**src/hdl/i2a_pkg.sv**
```systemverilog
`default_nettype none
// ----------------------------------------------------------------------------
// i2a_pkg
// Shared types, codes and helpers for the integer to ASCII formatter.
// ----------------------------------------------------------------------------
package i2a_pkg;

	// format commands
	localparam logic [2:0] CMD_SDEC = 3'd0;
	localparam logic [2:0] CMD_UDEC = 3'd1;
	localparam logic [2:0] CMD_HEXL = 3'd2;
	localparam logic [2:0] CMD_HEXU = 3'd3;
	localparam logic [2:0] CMD_PTR  = 3'd4;

	localparam int NUM_CELLS  = 16;
	localparam int NIB_W      = 4;
	localparam int CONV_STEPS = 32;

	localparam logic [7:0] CH_MINUS = 8'h2d;
	localparam logic [7:0] CH_ZERO  = 8'h30;
	localparam logic [7:0] CH_X     = 8'h78;
	localparam logic [7:0] CH_UA    = 8'h41;
	localparam logic [7:0] CH_LA    = 8'h61;

	// operation applied to every digit cell in the same cycle
	typedef enum logic [1:0] {
		CELL_HOLD,
		CELL_LOAD,
		CELL_DABBLE,
		CELL_SHIFT
	} cell_op_t;

	function automatic logic [7:0] hex_char(input logic [NIB_W-1:0] nib, input logic upper);
		logic [7:0] ch;
		if (nib < 4'd10) begin
			ch = CH_ZERO + {4'd0, nib};
		end else begin
			ch = (upper ? CH_UA : CH_LA) + {4'd0, nib} - 8'd10;
		end
		return ch;
	endfunction

endpackage
`default_nettype wire

```
**src/hdl/integer_to_ascii_formatter_top.sv**
```systemverilog
`default_nettype none
// ----------------------------------------------------------------------------
// integer_to_ascii_formatter_top
// Formats one number per input beat as ASCII text, one character per output
// beat, most significant character first.
// ----------------------------------------------------------------------------
// One item is worked at a time. A row of sixteen nibble cells holds the digits.
// Decimal commands shift all 32 input bits through the cell row with double
// dabble, one bit per cycle; hex and pointer commands load the row directly.
// The leading zero nibbles, 16 minus the digit count, are then shifted out
// one per cycle, and each character leaves as the output side takes a beat.
// The next item is accepted while the last character still waits on the
// output. Commands 5 to 7 are accepted and give no characters.
// ----------------------------------------------------------------------------
module integer_to_ascii_formatter_top (
	input  wire logic        clk,
	input  wire logic        arst_n,
	input  wire logic        in_valid,
	output logic             in_ready,
	input  wire logic [2:0]  command,
	input  wire logic [63:0] value,
	output logic             out_valid,
	input  wire logic        out_ready,
	output logic [7:0]       character,
	output logic             is_last,
	output logic [4:0]       char_count
);

	typedef enum logic [2:0] {
		ST_IDLE,
		ST_CONV,
		ST_TRIM,
		ST_PFX0,
		ST_PFX1,
		ST_DIGITS
	} state_t;

	state_t state_q;

	logic [31:0] bin_q;
	logic [4:0]  cnt_q;
	logic [4:0]  ndig_q;
	logic [4:0]  total_q;
	logic        neg_q;
	logic        ptr_q;
	logic        upper_q;
	logic [7:0]  char_q;
	logic        last_q;
	logic [4:0]  count_q;
	logic        out_valid_q;

	logic        in_fire;
	logic        emit_ok;
	logic        is_dec;
	logic        is_hex;
	logic        is_ptr;
	logic        neg_in;
	logic [31:0] mag;
	logic [63:0] load_vec;
	logic [4:0]  pfx_len;
	logic        trim_shift;
	i2a_pkg::cell_op_t op;

	logic [i2a_pkg::NIB_W-1:0] nib   [i2a_pkg::NUM_CELLS];
	logic                      carry [i2a_pkg::NUM_CELLS];
	logic [i2a_pkg::NIB_W-1:0] top_nib;

	assign in_ready   = (state_q == ST_IDLE);
	assign in_fire    = in_valid && in_ready;
	assign emit_ok    = !out_valid_q || out_ready;
	assign out_valid  = out_valid_q;
	assign character  = char_q;
	assign is_last    = last_q;
	assign char_count = count_q;

	assign is_dec = (command == i2a_pkg::CMD_SDEC) || (command == i2a_pkg::CMD_UDEC);
	assign is_hex = (command == i2a_pkg::CMD_HEXL) || (command == i2a_pkg::CMD_HEXU);
	assign is_ptr = (command == i2a_pkg::CMD_PTR);
	assign neg_in = (command == i2a_pkg::CMD_SDEC) && value[31];
	assign mag    = neg_in ? (32'd0 - value[31:0]) : value[31:0];

	always_comb begin
		if (is_ptr) begin
			load_vec = value;
		end else if (is_hex) begin
			load_vec = {32'd0, value[31:0]};
		end else begin
			load_vec = 64'd0;
		end
	end

	assign top_nib    = nib[i2a_pkg::NUM_CELLS-1];
	assign trim_shift = (top_nib == 4'd0) && (ndig_q > 5'd1);
	assign pfx_len    = ptr_q ? 5'd2 : (neg_q ? 5'd1 : 5'd0);

	always_comb begin
		case (state_q)
			ST_IDLE:   op = in_fire ? i2a_pkg::CELL_LOAD : i2a_pkg::CELL_HOLD;
			ST_CONV:   op = i2a_pkg::CELL_DABBLE;
			ST_TRIM:   op = trim_shift ? i2a_pkg::CELL_SHIFT : i2a_pkg::CELL_HOLD;
			ST_DIGITS: op = emit_ok ? i2a_pkg::CELL_SHIFT : i2a_pkg::CELL_HOLD;
			default:   op = i2a_pkg::CELL_HOLD;
		endcase
	end

	// digit row: cell 0 is least significant and takes the binary msb
	for (genvar i = 0; i < i2a_pkg::NUM_CELLS; i++) begin : g_cell
		if (i == 0) begin : g_first
			i2a_cell u_cell (
				.clk      (clk),
				.op       (op),
				.load_nib (load_vec[i*i2a_pkg::NIB_W +: i2a_pkg::NIB_W]),
				.nib_in   (4'd0),
				.bit_in   (bin_q[31]),
				.nib      (nib[i]),
				.bit_out  (carry[i])
			);
		end else begin : g_rest
			i2a_cell u_cell (
				.clk      (clk),
				.op       (op),
				.load_nib (load_vec[i*i2a_pkg::NIB_W +: i2a_pkg::NIB_W]),
				.nib_in   (nib[i-1]),
				.bit_in   (carry[i-1]),
				.nib      (nib[i]),
				.bit_out  (carry[i])
			);
		end
	end

	always_ff @(posedge clk or negedge arst_n) begin
		if (!arst_n) begin
			state_q     <= ST_IDLE;
			out_valid_q <= 1'b0;
		end else begin
			if (out_valid_q && out_ready) begin
				out_valid_q <= 1'b0;
			end
			case (state_q)
				ST_IDLE: begin
					if (in_fire) begin
						bin_q   <= mag;
						cnt_q   <= 5'(i2a_pkg::CONV_STEPS - 1);
						ndig_q  <= 5'(i2a_pkg::NUM_CELLS);
						neg_q   <= neg_in;
						ptr_q   <= is_ptr;
						upper_q <= (command == i2a_pkg::CMD_HEXU);
						if (is_dec) begin
							state_q <= ST_CONV;
						end else if (is_hex || is_ptr) begin
							state_q <= ST_TRIM;
						end
					end
				end
				ST_CONV: begin
					bin_q <= {bin_q[30:0], 1'b0};
					cnt_q <= cnt_q - 5'd1;
					if (cnt_q == 5'd0) begin
						state_q <= ST_TRIM;
					end
				end
				ST_TRIM: begin
					// drop leading zero digits, keep at least one
					if (trim_shift) begin
						ndig_q <= ndig_q - 5'd1;
					end else begin
						total_q <= ndig_q + pfx_len;
						state_q <= (neg_q || ptr_q) ? ST_PFX0 : ST_DIGITS;
					end
				end
				ST_PFX0: begin
					if (emit_ok) begin
						char_q      <= neg_q ? i2a_pkg::CH_MINUS : i2a_pkg::CH_ZERO;
						last_q      <= 1'b0;
						count_q     <= 5'd0;
						out_valid_q <= 1'b1;
						state_q     <= ptr_q ? ST_PFX1 : ST_DIGITS;
					end
				end
				ST_PFX1: begin
					if (emit_ok) begin
						char_q      <= i2a_pkg::CH_X;
						last_q      <= 1'b0;
						count_q     <= 5'd0;
						out_valid_q <= 1'b1;
						state_q     <= ST_DIGITS;
					end
				end
				ST_DIGITS: begin
					if (emit_ok) begin
						char_q      <= i2a_pkg::hex_char(top_nib, upper_q);
						last_q      <= (ndig_q == 5'd1);
						count_q     <= (ndig_q == 5'd1) ? total_q : 5'd0;
						out_valid_q <= 1'b1;
						ndig_q      <= ndig_q - 5'd1;
						if (ndig_q == 5'd1) begin
							state_q <= ST_IDLE;
						end
					end
				end
				default: state_q <= ST_IDLE;
			endcase
		end
	end

`ifndef NO_ASSERTIONS
	a_digits_left: assert property (@(posedge clk) disable iff (!arst_n)
		(state_q == ST_DIGITS) |-> (ndig_q != 5'd0))
		else $error("digit emission with no digits left");

	a_last_count: assert property (@(posedge clk) disable iff (!arst_n)
		(out_valid_q && last_q) |-> (count_q != 5'd0 && count_q <= 5'd18))
		else $error("final character carries a bad count");

	a_mid_count: assert property (@(posedge clk) disable iff (!arst_n)
		(out_valid_q && !last_q) |-> (count_q == 5'd0))
		else $error("count shown on a non-final character");

	a_conv_exit: assert property (@(posedge clk) disable iff (!arst_n)
		(state_q == ST_CONV && cnt_q == 5'd0) |=> (state_q == ST_TRIM))
		else $error("conversion did not end after its last step");

	a_bad_cmd: assert property (@(posedge clk) disable iff (!arst_n)
		(in_fire && (command > i2a_pkg::CMD_PTR))
		|=> (state_q == ST_IDLE))
		else $error("unused command started formatting");
`endif

endmodule
`default_nettype wire

```
**src/hdl/i2a_cell.sv**
```systemverilog
`default_nettype none
// ----------------------------------------------------------------------------
// i2a_cell
// One digit cell: holds a nibble, loads it, runs one double-dabble step with
// its neighbors, or takes the nibble of the cell below.
// ----------------------------------------------------------------------------
module i2a_cell (
	input  wire logic                      clk,
	input  wire i2a_pkg::cell_op_t         op,
	input  wire logic [i2a_pkg::NIB_W-1:0] load_nib,
	input  wire logic [i2a_pkg::NIB_W-1:0] nib_in,
	input  wire logic                      bit_in,
	output logic      [i2a_pkg::NIB_W-1:0] nib,
	output logic                           bit_out
);

	logic [i2a_pkg::NIB_W-1:0] digit_q;
	logic [i2a_pkg::NIB_W-1:0] adj;

	// add three before the shift when the digit would overflow past nine
	assign adj     = (digit_q >= 4'd5) ? (digit_q + 4'd3) : digit_q;
	assign bit_out = adj[3];
	assign nib     = digit_q;

	always_ff @(posedge clk) begin
		case (op)
			i2a_pkg::CELL_LOAD:   digit_q <= load_nib;
			i2a_pkg::CELL_DABBLE: digit_q <= {adj[2:0], bit_in};
			i2a_pkg::CELL_SHIFT:  digit_q <= nib_in;
			default:              digit_q <= digit_q;
		endcase
	end

endmodule
`default_nettype wire
```
**config.mk**
```make
export PLATFORM = sky130hd
export DESIGN_NAME = integer_to_ascii_formatter_top
export DESIGN_NICKNAME = d
export VERILOG_FILES = /design/src/hdl/i2a_pkg.sv /design/src/hdl/integer_to_ascii_formatter_top.sv /design/src/hdl/i2a_cell.sv
export SDC_FILE = /design/constraint.sdc
export NUM_CORES = 1
export LEC_CHECK = 0
export CORE_ASPECT_RATIO = 0.7
export CORE_UTILIZATION = 65
export CTS_CLUSTER_SIZE = 30
export DETAILED_ROUTE_END_ITERATION = 8
export DONT_BUFFER_PORTS = 1
export GPL_TIMING_DRIVEN = 0
export PLACE_DENSITY = 0.82
export SLEW_MARGIN = 0
export SYNTH_ARGS = -nofsm -noshare
export SYNTH_HDL_FRONTEND = slang
export SYNTH_HIERARCHICAL = 1
export SYNTH_SLANG_ARGS = --single-unit
```
**constraint.sdc**
```tcl
create_clock -name clk -period 10.9 [get_ports clk]
set_input_delay 2.18 -clock clk [delete_from_list [all_inputs] [get_ports clk]]
set_output_delay 2.18 -clock clk [all_outputs]
set_load 0.02 [all_outputs]
```
# ---- Word-level counts from Yosys, hierarchy flattened
# Cells that the tools add are included.
dict set report word_totals {
  reg_bits 132
  out_inout_bits 16
  wordCells 199
}
dict set report op_classes {
  add_sub_neg 23
  n_lt_le_gt_ge 18
  eq_ne 23
  mux 78
  bitwise_logic 1
  n_reduce_logical 28
}
# op count
set ops {}
lappend ops {{$pmux W4 S3} 16}
lappend ops {{$mux W32} 3}
lappend ops {{$ge A4 B3 Y1 const B} 16}
lappend ops {{$mux W64} 1}
lappend ops {{$pmux W32 S2} 1}
lappend ops {{$add A4 B2 Y4 const B} 15}
lappend ops {{$mux W4} 15}
lappend ops {{$mux W5} 8}
lappend ops {{$mux W3} 11}
lappend ops {{$mux W8} 4}
lappend ops {{$sub A1 B32 Y32 const A} 1}
lappend ops {{$pmux W8 S3} 1}
lappend ops {{$pmux W5 S2} 2}
lappend ops {{$pmux W3 S6} 1}
lappend ops {{$pmux W5 S3} 1}
lappend ops {{$ne A2 B2 Y1 const B} 7}
lappend ops {{$eq A3 B2 Y1 const B} 4}
lappend ops {{$reduce_and A5 Y1} 2}
lappend ops {{$sub A5 B1 Y5 const B} 2}
lappend ops {{$eq A3 B3 Y1 const B} 3}
lappend ops {{$reduce_and A3 Y1} 3}
lappend ops {{$reduce_bool A3 Y1} 3}
lappend ops {{$add A7 B4 Y8} 1}
lappend ops {{$mux W1} 8}
lappend ops {{other kinds (28)} 42}

# ---- Depth between registers and ports, before layout
# Gate-level depths: netlist (run 1).
dict set report depth {
  depth_word 7
  depth_mapped 10
  ltp_nobuf 10
}

# ---- By module
# The synthesis (run 1) kept the hierarchy.
# mod instances cells_each area_each_um2 seq_area_each_um2
set by_module_without_submodules {}
lappend by_module_without_submodules {i2a_cell 16 36 324.1 120.1}
lappend by_module_without_submodules {integer_to_ascii_formatter_top 1 455 4327.9 1991.9}

# ---- Worst setup path before layout (run 1)
# Ideal clock, no wire load.
dict set report synth_timing {
  path_kind {input to register}
  from {input out_ready}
  to {register g_cell[0].g_first.u_cell.digit_q, in the netlist g_cell[0].g_first.u_cell/nib[1], data pin}
  arrival_ns 9.467
  required_time_ns 10.641
  slack_ns 1.174
  path_stages 7
  path_cell_list {nand2b_1 > and3_1 > a21oi_1 > o21ai_0 > nand2b_2 > nor2_1 > a211o_1}
}
dict set report synth_between {
  elab_chain_cells 5
  elab_cells_between_ends 7
  classes_between {eq/ne: 3; mux: 3; reduce/logical: 1}
}
# element line
set synth_rtl {}
lappend synth_rtl {{start: declaration} integer_to_ascii_formatter_top.sv:23} ;# input wire logic out_ready,
lappend synth_rtl {{$logic_or A1 B1 Y1 (*)} integer_to_ascii_formatter_top.sv:70} ;# assign emit_ok = !out_valid_q || out_ready;
lappend synth_rtl {{$mux W2 (*)} integer_to_ascii_formatter_top.sv:101} ;# ST_DIGITS: op = emit_ok ? i2a_pkg::CELL_SHIFT : i2a_pkg::CELL_HOLD;
lappend synth_rtl {{$pmux W2 S4 (*)} integer_to_ascii_formatter_top.sv:97} ;# case (state_q)
lappend synth_rtl {{net op[0]} integer_to_ascii_formatter_top.sv:62} ;# i2a_pkg::cell_op_t op;
lappend synth_rtl {{$eq A2 B2 Y1 or $eq A2 B1 Y1 (tied branches)} i2a_cell.sv:26} ;# case (op)
lappend synth_rtl {{$pmux W4 S3 (*)} i2a_cell.sv:26}
lappend synth_rtl {{end signal: assignment} i2a_cell.sv:27} ;# i2a_pkg::CELL_LOAD: digit_q <= load_nib;
lappend synth_rtl {{end signal: assignment} i2a_cell.sv:28} ;# i2a_pkg::CELL_DABBLE: digit_q <= {adj[2:0], bit_in};
lappend synth_rtl {{end signal: assignment} i2a_cell.sv:29} ;# i2a_pkg::CELL_SHIFT: digit_q <= nib_in;
lappend synth_rtl {{end: declaration} i2a_cell.sv:17} ;# logic [i2a_pkg::NIB_W-1:0] digit_q;
# Mark *: on every way through the listed nets, which the timed path passes. The rest lies on a longest branch.
# A chain may end at the register's enable or synchronous reset.

# ---- Final worst setup path (run 1)
dict set report layout_timing {
  from {register state_q[0]}
  to {output in_ready}
}
dict set report layout_between {
  elab_chain_cells 1
}
# element line
set layout_rtl {}
lappend layout_rtl {{start: declaration} integer_to_ascii_formatter_top.sv:38} ;# state_t state_q;
lappend layout_rtl {{start signal: assignment} integer_to_ascii_formatter_top.sv:168} ;# state_q <= (neg_q || ptr_q) ? ST_PFX0 : ST_DIGITS;
lappend layout_rtl {{start signal: assignment} integer_to_ascii_formatter_top.sv:177} ;# state_q <= ptr_q ? ST_PFX1 : ST_DIGITS;
lappend layout_rtl {{$logic_not A3 Y1} integer_to_ascii_formatter_top.sv:68} ;# assign in_ready = (state_q == ST_IDLE);
lappend layout_rtl {{end: declaration} integer_to_ascii_formatter_top.sv:19} ;# output logic in_ready,
# Every way passes these cells.

==> results of run 1 <==
-- cell type report --
cell class | count | share of cell area [%]
Sequential cell | 131 | 37.3
Multi-Input combinational cell | 801 | 49.3
Buffer | 39 | 2.11
Inverter | 60 | 2.15
Clock buffer | 17 | 4.06
Antenna cell | 1 | 0.0239
Tap cell | 190 | 2.27
Timing Repair Buffer | 8 | 1.34
Clock inverter | 15 | 1.42
-- power by group --
| group | internal [W] | switching (W) |
|---|---|---|
| combinational | 0.000680 | 0.000908 |
| sequential | 0.000894 | 0.000199 |
| clock | 0.000307 | 0.000264 |
| total | 0.00188 | 0.00137 |
-- through the flow --
step / total power, W / hold WS (ps)
after global routing: 0.00349 / 529
after floorplan: 0.00232 / 496
after detailed placement: 0.00266 / 502
after global placement: 0.00261 / 497
final: 0.00325 / 519
after CTS: 0.00324 / 520
-- flip-flops by register name, indices dropped and copies added (netlist names) --
register and cells:
bin_q 32, char_count 5, character 7, cnt_q 5, g_cell.g_first.u_cell/nib 4, g_cell.g_rest.u_cell/nib 60
is_last 1, ndig_q 5, neg_q 1, out_valid 1, ptr_q 1, state_q 3
total_q 5, upper_q 1
-- per-layer routing --
layer,vias up,share of wire (%),GRT usage [%],wire length [um]
met3,19,7.8,7.26,1640
li1,3697,-,-,-
met5,-,0,0,0
met4,0,0.92,8.89,195
met2,259,46,47.4,9720
met1,3518,45,38.5,9570
-- worst max-delay path, cell delays in order (launching register included) --
cell,delay (ps)
dfrtp_1,390
clkbuf_1,230
clkbuf_1,310
nor3_1,590
-- path summary, 6_finish.rpt --
check	slack, ps	endpoint
min	520	char_count[2]$_SDFFCE_PN0P_
min in group asynchronous	1430	state_q[1]$_DFFE_PN0P_
max in group asynchronous	9400	state_q[0]$_DFFE_PN0P_
max	6770	in_ready
max reg2reg	6970	g_cell[8].g_rest.u_cell/nib[1]$_DFFE_PP_
min reg2reg	520	char_count[2]$_SDFFCE_PN0P_
==> metrics, run 1 <==
outcome=finished clean; CP max FO=10; Worst EP required=between 8000 and 9000 ps; port bufs=0; CP Launch Type=flop; Post-Layout Cell Count=roughly 1300; worst r2r path cells=9; syn_area_per_cell=9.24 um2; Final Hold Viols=0; Worst Clk Skew=between 10 and 15 ps; Slew Limit Headroom=a little under a quarter; reg2reg start=ndig_q[1]$_SDFFCE_PN0P_; CTS Root Cell=clkbuf_16; min-delay src=total_q[2]$_DFFE_PP_; Power Dens Cells=310 nW/um2; hold_buf cts=0; Total Die Area=between 15000 and 20000 um2; leakage=a little under 4 nW; fillers=roughly 1000; Clock Tree Buf Depth=2; GRT Util Overall=about 29%; RSZ-0062 raised after global routing=no; Slew Limit Fails=0; upper clock frequency limit=~240 MHz; Die Wd=approximately 150 um; Max H-tree Level=4; Wirelength per Cell=about 17 um; max cap viols=0; final instance area=10500 um2; pin count of the biggest net entering global routing=31; 1st-iter DRT viols=483; HP Class=reg -> reg; WHS Path Cells=1; area post-placement=approximately 9900 um2; routed vias=between 7000 and 8000; I/O pin cnt=87; worst-margin pin slew=about 1100 ps; setup_tns=0 ps; Synth Instances=about 1000; critical path type=reg -> out; Worst Path Arrival=1950 ps; Synth Warn #=6; initial antenna violation count=0; TritonCTS Buffers=17; total wire length=between 20000 and 25000 um; CP endpoint kind=output pin; Initial Utilization=about two thirds; synthesized cell area=between 9000 and 10000 um2; drt first pass iters=5; clock sinks=131; Clock transition at path regs=roughly 70 ps; final antenna-violating net count=0; core area=14100 um2; # DRC=0; Row Count=36; final worst path period need=approximately 4100 ps; Post-CTS Setup Bufs=0; most common cell after layout, fill and taps aside=edfxtp_1; commonest non-fill, non-tap cells in the layout=edfxtp_1, nand2_1, o21ai_0; Worst VDD drop=around 0.00019 V; post-layout util=approximately 74%; total congestion overflow=0; area delta synth->final=10.4%; placed cell count=approximately 1200; final worst slack=6770 ps; register area=between 3000 and 4000 um2; post-DR vias/cell=~5.9; Crit. Startpoint=state_q[0]$_DFFE_PN0P_; share of layout cells above drive strength 1=between 10% and 20%; period utilization=between 30% and 40%; Die Y-Extent=about 100 um; vias in the first global route=roughly 7000; first-pass GRT wire length=roughly 34000 um; Post-CTS Resized=0; CTS tree=built; Nets=around 1200; HPWL Detailed=~16000 um; Final Wtd Congestion=around 0.86; multi-input logic area=roughly 5200 um2; Worst-Skew Late Latency=430 ps; pre-CTS WS=between 6000 and 7000 ps; Final Setup Violations=0
Note: power is estimated with default switching activity, not from simulation.
==> run 2: changes to the inputs <==
--- a/config.mk
+++ b/config.mk
@@ -6,12 +6,12 @@
 export NUM_CORES = 1
 export LEC_CHECK = 0
 export CORE_ASPECT_RATIO = 0.7
-export CORE_UTILIZATION = 65
+export CORE_UTILIZATION = 59
 export CTS_CLUSTER_SIZE = 30
 export DETAILED_ROUTE_END_ITERATION = 8
 export DONT_BUFFER_PORTS = 1
 export GPL_TIMING_DRIVEN = 0
-export PLACE_DENSITY = 0.82
+export PLACE_DENSITY = 0.79
 export SLEW_MARGIN = 0
 export SYNTH_ARGS = -nofsm -noshare
 export SYNTH_HDL_FRONTEND = slang
==> constraint.sdc (replaced) <==
create_clock -name clk -period 3.7 [get_ports clk]
set_input_delay 0.74 -clock clk [delete_from_list [all_inputs] [get_ports clk]]
set_output_delay 0.74 -clock clk [all_outputs]
set_load 0.02 [all_outputs]
==> run 2 against run 1 <==
Compared with the run above: utilization fell by 7.4 points; sequential share of layout area grew 0.16 points; final cell count is 0.48% higher; critical path depth up 7; non-clock buffer count decreased by 3; worst setup slack got worse by 6600 ps; first-iteration DRC count rose by 14%; combinational power grew to 2.8 times the previous value; sequential power grew to 2.9 times the previous value; largest power group unchanged.
==> metrics, run 2 (synthesis results as in run 1) <==
critical path type=reg -> reg (was reg -> out); Post-CTS Setup Bufs=0 (unchanged); pin count of the biggest net entering global routing=41 (was 31); vias in the first global route=6681 (was 7023); Initial Utilization=60.9% (was 67.3%); TritonCTS Buffers=17 (unchanged); met1 GRT Util=35.6% (was 38.5%); Worst Clk Skew=10.7 ps (was 13.2 ps); Die Wd=154 um (was 146 um); Critical Path End=g_cell[2].g_rest.u_cell/nib[1]$_DFFE_PP_ (was in_ready); port bufs=0 (unchanged); Final Wtd Congestion=0.865 (was 0.862); 1st-iter DRT viols=549 (was 483); Clock transition at path regs=70 ps (about the same); Final Hold Viols=0 (unchanged); placed cell count=1235 (was 1229); GRT Util Overall=25.2% (was 29.0%); max reg flops=60 (unchanged); Reg-to-Reg End=g_cell[2].g_rest.u_cell/nib[1]$_DFFE_PP_ (was g_cell[8].g_rest.u_cell/nib[1]$_DFFE_PP_); CTS tree=built (unchanged); Crit. Startpoint=ndig_q[1]$_SDFFCE_PN0P_ (was state_q[0]$_DFFE_PN0P_); final worst slack=211 ps (was 6770 ps); area delta synth->final=9.92% (was 10.4%); reg2reg start=ndig_q[1]$_SDFFCE_PN0P_ (unchanged); Die Y-Extent=108 um (was 103 um); worst hold slack=516 ps (was 519 ps); Worst EP required=3870 ps (was 8720 ps); CP Launch Type=flop (unchanged); fillers=1270 (was 1017); met2 Usage GRT=38.4% (was 47.4%); period utilization=between 90% and 100%; RSZ-0062 raised after global routing=no (unchanged); Post-Layout Cell Count=1268 (was 1262); Max H-tree Level=4 (unchanged); Nets=1168 (was 1171); Worst VDD drop=0.000504 V (was 0.000189 V); Worst Path Arrival=3660 ps (was 1950 ps); clock sinks=131 (unchanged); multi-input logic area=5180 um2 (was 5160 um2); Slew Limit Fails=0 (unchanged); Power Dens Cells=902 nW/um2 (was 310 nW/um2); core area=15600 um2 (was 14100 um2); HP Class=reg -> reg (unchanged); first-pass GRT wire length=33100 um (was 34100 um); worst-margin pin slew=975 ps (was 1120 ps); Row Count=38 (was 36); outcome=finished clean (unchanged); upper clock frequency limit=about 290 MHz; CTS Root Cell=clkbuf_16 (unchanged); Wirelength per Cell=16.0 um (was 16.7 um); max incr delay on CP=750 ps (was 590 ps); final antenna-violating net count=0 (unchanged); routed vias=7359 (was 7493); global route hottest layer=met2 (unchanged); initial antenna violation count=0 (unchanged); CP endpoint kind=flop (was output pin); register area=3910 um2 (unchanged); R2R setup slack=210 ps (was 6970 ps); crit-path cells=inv_1 > ha_1 > o21bai_1 > a2111oi_1 > nand3_1 > o21ai_4 > buf_12 > nand2b_2 > nor2_1 > a211o_1 (was clkbuf_1 > clkbuf_1 > nor3_1); drt first pass iters=5 (unchanged); post-DR vias/cell=5.80 (was 5.94); commonest non-fill, non-tap cells in the layout=edfxtp_1, nand2_1, o21ai_0 (unchanged); Max stage delay cell, worst path=a2111oi_1 (was nor3_1); total congestion overflow=0 (unchanged); Clock Tree Buf Depth=2 (unchanged); most common cell after layout, fill and taps aside=edfxtp_1 (unchanged); Slew Limit Headroom=34.7% (was 23.4%); I/O pin cnt=87 (unchanged); WHS Path Cells=1 (unchanged); max cap viols=0 (unchanged); total wire length=20300 um (was 21100 um); pre-CTS WS=-42.2 ps (was 6540 ps); worst r2r path cells=10 (was 9); HPWL Detailed=14800 um (was 15500 um); Total Die Area=16600 um2 (was 15100 um2); Worst-Skew Late Latency=430 ps (about the same); Final Setup Violations=0 (unchanged); CP max FO=40 (was 10); met3 usage=6.61% (was 7.26%); final worst path period need=about 3500 ps; # DRC=0 (unchanged); leakage=3.92 nW (was 3.95 nW); Diodes inserted=0 (was 1); post-layout util=66.9% (was 74.3%); share of layout cells above drive strength 1=14.0% (was 14.2%)
## run 2: metal layers
layer	routed length, um	vias up
met2	9080	203
li1	-	3700
met3	1350	27
met4	248	0
met1	9590	3429
met5	0	-
## run 2: layout make-up
class / instances / share of cell area, %
multi-input cells: 801 / 49.6
flip-flops and latches: 131 / 37.5
clock buffers: 17 / 4.08
well taps: 200 / 2.40
inverters: 60 / 2.16
plain buffers: 39 / 2.12
clock inverters: 15 / 1.43
repair buffers: 5 / 0.695
## run 2: repair_timing
action / CTS / global route
setup endpoints to repair: 24 / 12
hold endpoints to repair: 4 / 0
hold buffers: 1 / 0
resized for setup: 1 / 1
## run 2: worst min-delay path by stage
stage | to | start | slack (ps)
floorplan | out_valid$_DFF_PN0_ | arst_n | 440
global placement | state_q[0]$_DFFE_PN0P_ | arst_n | 440
detailed placement | state_q[0]$_DFFE_PN0P_ | arst_n | 440
CTS | char_count[0]$_SDFFCE_PN0P_ | total_q[0]$_DFFE_PP_ | 520
global route | upper_q$_DFFE_PP_ | command[1] | 520
finish | char_count[0]$_SDFFCE_PN0P_ | total_q[0]$_DFFE_PP_ | 520
## run 2: through the flow
stage               total power [W]  setup TNS (ps)  cell area [um2]
floorplan                   0.00670               0             9530
global placement            0.00750          -52650             9780
detailed placement          0.00770            -285             9850
CTS                         0.00942               0            10400
global route                 0.0102               0            10400
finish                      0.00941               0            10400
## run 2: critical path, delay by kind of cell (launching register included)
kind            cells  cell delay, ps
buf+inv             2             390
simple gates        3             510
compound gates      4            1630
flops               1             470
fa+ha+maj           1             200
## run 2: power breakdown
group | leakage (nW) | switching (W) | internal (W)
Sequential | 1.27 | 0.000577 | 0.00263
Clock | 0.288 | 0.000764 | 0.000904
Combinational | 2.36 | 0.00261 | 0.00192
Total | 3.92 | 0.00395 | 0.00546
==> run 3: changes to the inputs <==
--- a/config.mk
+++ b/config.mk
@@ -6,12 +6,12 @@
 export NUM_CORES = 1
 export LEC_CHECK = 0
 export CORE_ASPECT_RATIO = 0.7
-export CORE_UTILIZATION = 59
+export CORE_UTILIZATION = 40
 export CTS_CLUSTER_SIZE = 30
 export DETAILED_ROUTE_END_ITERATION = 8
 export DONT_BUFFER_PORTS = 1
 export GPL_TIMING_DRIVEN = 0
-export PLACE_DENSITY = 0.79
+export PLACE_DENSITY = 0.57
 export SLEW_MARGIN = 0
 export SYNTH_ARGS = -nofsm -noshare
 export SYNTH_HDL_FRONTEND = slang
==> constraint.sdc (replaced) <==
create_clock -name clk -period 3.7 [get_ports clk]
set_input_delay 0.74 -clock clk [delete_from_list [all_inputs] [get_ports clk]]
set_output_delay 0.74 -clock clk [all_outputs]
set_load 0.005 [all_outputs]
==> run 3 against run 2 <==
Compared with the run above: sequential cell count unchanged; first-iteration DRC count decreased by 24%; largest cell class unchanged; via count decreased by 1.9%; largest power group unchanged; critical path depth unchanged; sequential power about the same.
==> metrics, run 3 (synthesis results as in run 1) <==
reg2reg start=ndig_q[0]$_SDFFCE_PN0P_ (was ndig_q[1]$_SDFFCE_PN0P_); Wirelength per Cell=15.9 um (was 16.0 um); Worst EP required=3870 ps (about the same); CTS Root Cell=clkbuf_16 (unchanged); CTS tree=built (unchanged); RSZ-0062 raised after global routing=no (unchanged); Reg-to-Reg End=g_cell[2].g_rest.u_cell/nib[1]$_DFFE_PP_ (unchanged); CP Launch Type=flop (unchanged); min-delay src=total_q[1]$_DFFE_PP_ (was total_q[0]$_DFFE_PP_); Max H-tree Level=4 (unchanged); most common cell after layout, fill and taps aside=edfxtp_1 (unchanged); Worst-Skew Late Latency=430 ps (about the same); share of layout cells above drive strength 1=13.9% (was 14.0%); 1st-iter DRT viols=418 (was 549); HPWL Detailed=16300 um (was 14800 um); routed vias=7222 (was 7359); post-layout power=0.00954 W (was 0.00941 W); core area=23000 um2 (was 15600 um2); Die Wd=186 um (was 154 um); GRT Util Overall=18.8% (was 25.2%); worst-margin pin slew=890 ps (was 975 ps); area post-placement=10000 um2 (was 9850 um2); Diodes inserted=0 (unchanged); final worst slack=262 ps (was 211 ps); R2R setup slack=260 ps (was 210 ps); final worst path period need=3440 ps (was 3490 ps); max reg flops=60 (unchanged); Worst Clk Skew=10.7 ps (about the same); first-pass GRT wire length=35300 um (was 33100 um); I/O pin cnt=87 (unchanged); post-layout util=46.3% (was 66.9%); upper clock frequency limit=291 MHz (was 287 MHz); Slew Limit Headroom=40.2% (was 34.7%); Worst Path Arrival=3610 ps (was 3660 ps); total wire length=22000 um (was 20300 um); final antenna-violating net count=0 (unchanged); WHS Path Cells=1 (unchanged); Post-CTS Setup Bufs=0 (unchanged); # DRC=0 (unchanged); pin count of the biggest net entering global routing=42 (was 41); total congestion overflow=0 (unchanged); Worst VDD drop=0.000418 V (was 0.000504 V); Final Hold Viols=0 (unchanged); setup_tns=0 ps (unchanged); area delta synth->final=12.1% (was 9.92%); outcome=finished clean (unchanged); HP Class=reg -> reg (unchanged); hold endpoint=char_count[1]$_SDFFCE_PN0P_ (was char_count[0]$_SDFFCE_PN0P_); CP endpoint kind=flop (unchanged); clock sinks=131 (unchanged); Power Dens Cells=896 nW/um2 (was 902 nW/um2); Slew Limit Fails=0 (unchanged); Die Y-Extent=131 um (was 108 um); Final Wtd Congestion=0.831 (was 0.865); commonest non-fill, non-tap cells in the layout=edfxtp_1, nand2_1, o21ai_0 (unchanged); Total Die Area=24400 um2 (was 16600 um2); Clock Tree Buf Depth=2 (unchanged); Clock transition at path regs=60 ps (was 70 ps); Initial Utilization=41.3% (was 60.9%); vias in the first global route=6624 (was 6681); worst r2r path cells=10 (unchanged); post-DR vias/cell=5.23 (was 5.80); port bufs=0 (unchanged); leakage=3.94 nW (was 3.92 nW); drt first pass iters=4 (was 5); max cap viols=0 (unchanged); TritonCTS Buffers=17 (unchanged); initial antenna violation count=0 (unchanged); pre-CTS WS=-509 ps (was -42.2 ps); critical path type=reg -> reg (unchanged); final instance area=10600 um2 (was 10400 um2); Nets=1169 (was 1168); Row Count=46 (was 38); Final Setup Violations=0 (unchanged); period utilization=92.9% (was 94.3%); CP max FO=41 (was 40)
run 3: what timing repair did:
action                                  in CTS  in global routing
gates resized for setup                      3                  0
endpoints found under the setup margin     128                  0
hold endpoints to repair                     4                  0
hold buffers                                 1                  0
run 3: layer usage:
layer / vias up / part of all wire (%) / global-route usage (%)
li1: 3700 / - / -
met1: 3362 / 52 / 27.0
met2: 135 / 42 / 27.2
met3: 25 / 5.1 / 5.07
met4: 0 / 1.6 / 5.98
met5: - / 0 / 0
run 3: area by class of cell:
type | instances | area, um2
Timing Repair Buffer | 6 | 104
Multi-Input combinational cell | 801 | 5180
Clock buffer | 18 | 429
Inverter | 60 | 225
Tap cell | 312 | 390
Buffer | 39 | 221
Sequential cell | 131 | 3910
Clock inverter | 14 | 176
Fill cell | 2208 | 12300
run 3: how the worst max path moves through the flow:
stage | startpoint | slack [ps] | depth (start not counted) | to
floorplan | out_ready | 310 | 7 | g_cell[0].g_first.u_cell/nib[1]$_DFFE_PP_
global placement | state_q[1]$_DFFE_PN0P_ | -920 | 3 | bin_q[13]$_DFFE_PP_
detailed placement | ndig_q[1]$_SDFFCE_PN0P_ | -510 | 9 | g_cell[8].g_rest.u_cell/nib[1]$_DFFE_PP_
CTS | ndig_q[1]$_SDFFCE_PN0P_ | 280 | 11 | g_cell[2].g_rest.u_cell/nib[1]$_DFFE_PP_
global route | ndig_q[1]$_SDFFCE_PN0P_ | 80 | 11 | g_cell[2].g_rest.u_cell/nib[1]$_DFFE_PP_
finish | ndig_q[0]$_SDFFCE_PN0P_ | 260 | 10 | g_cell[2].g_rest.u_cell/nib[1]$_DFFE_PP_
run 3: per-stage QoR:
step / std cells / hold WS (ps)
3_5_place_dp: 1348 / 445
4_1_cts: 1381 / 518
6_report: 1381 / 519
2_1_floorplan: 1031 / 444
5_1_grt: 1381 / 529
3_3_place_gp: 1343 / 445
run 3: where the power goes:
group	leakage [nW]	switching (W)	internal [W]
sequential	1.27	0.000549	0.00263
combinational	2.37	0.00261	0.00196
clock	0.293	0.000717	0.00107
total	3.94	0.00388	0.00566
run 3: worst max-delay path, cell delays in order, from the launching register on:
cell       delay [ps]
edfxtp_1          480
ha_1              250
o21bai_1          180
a2111oi_2         660
nand3_1           300
o21ai_4           290
buf_12            270
buf_12            220
nand2b_2          170
nor2_1             40
a211o_1           290
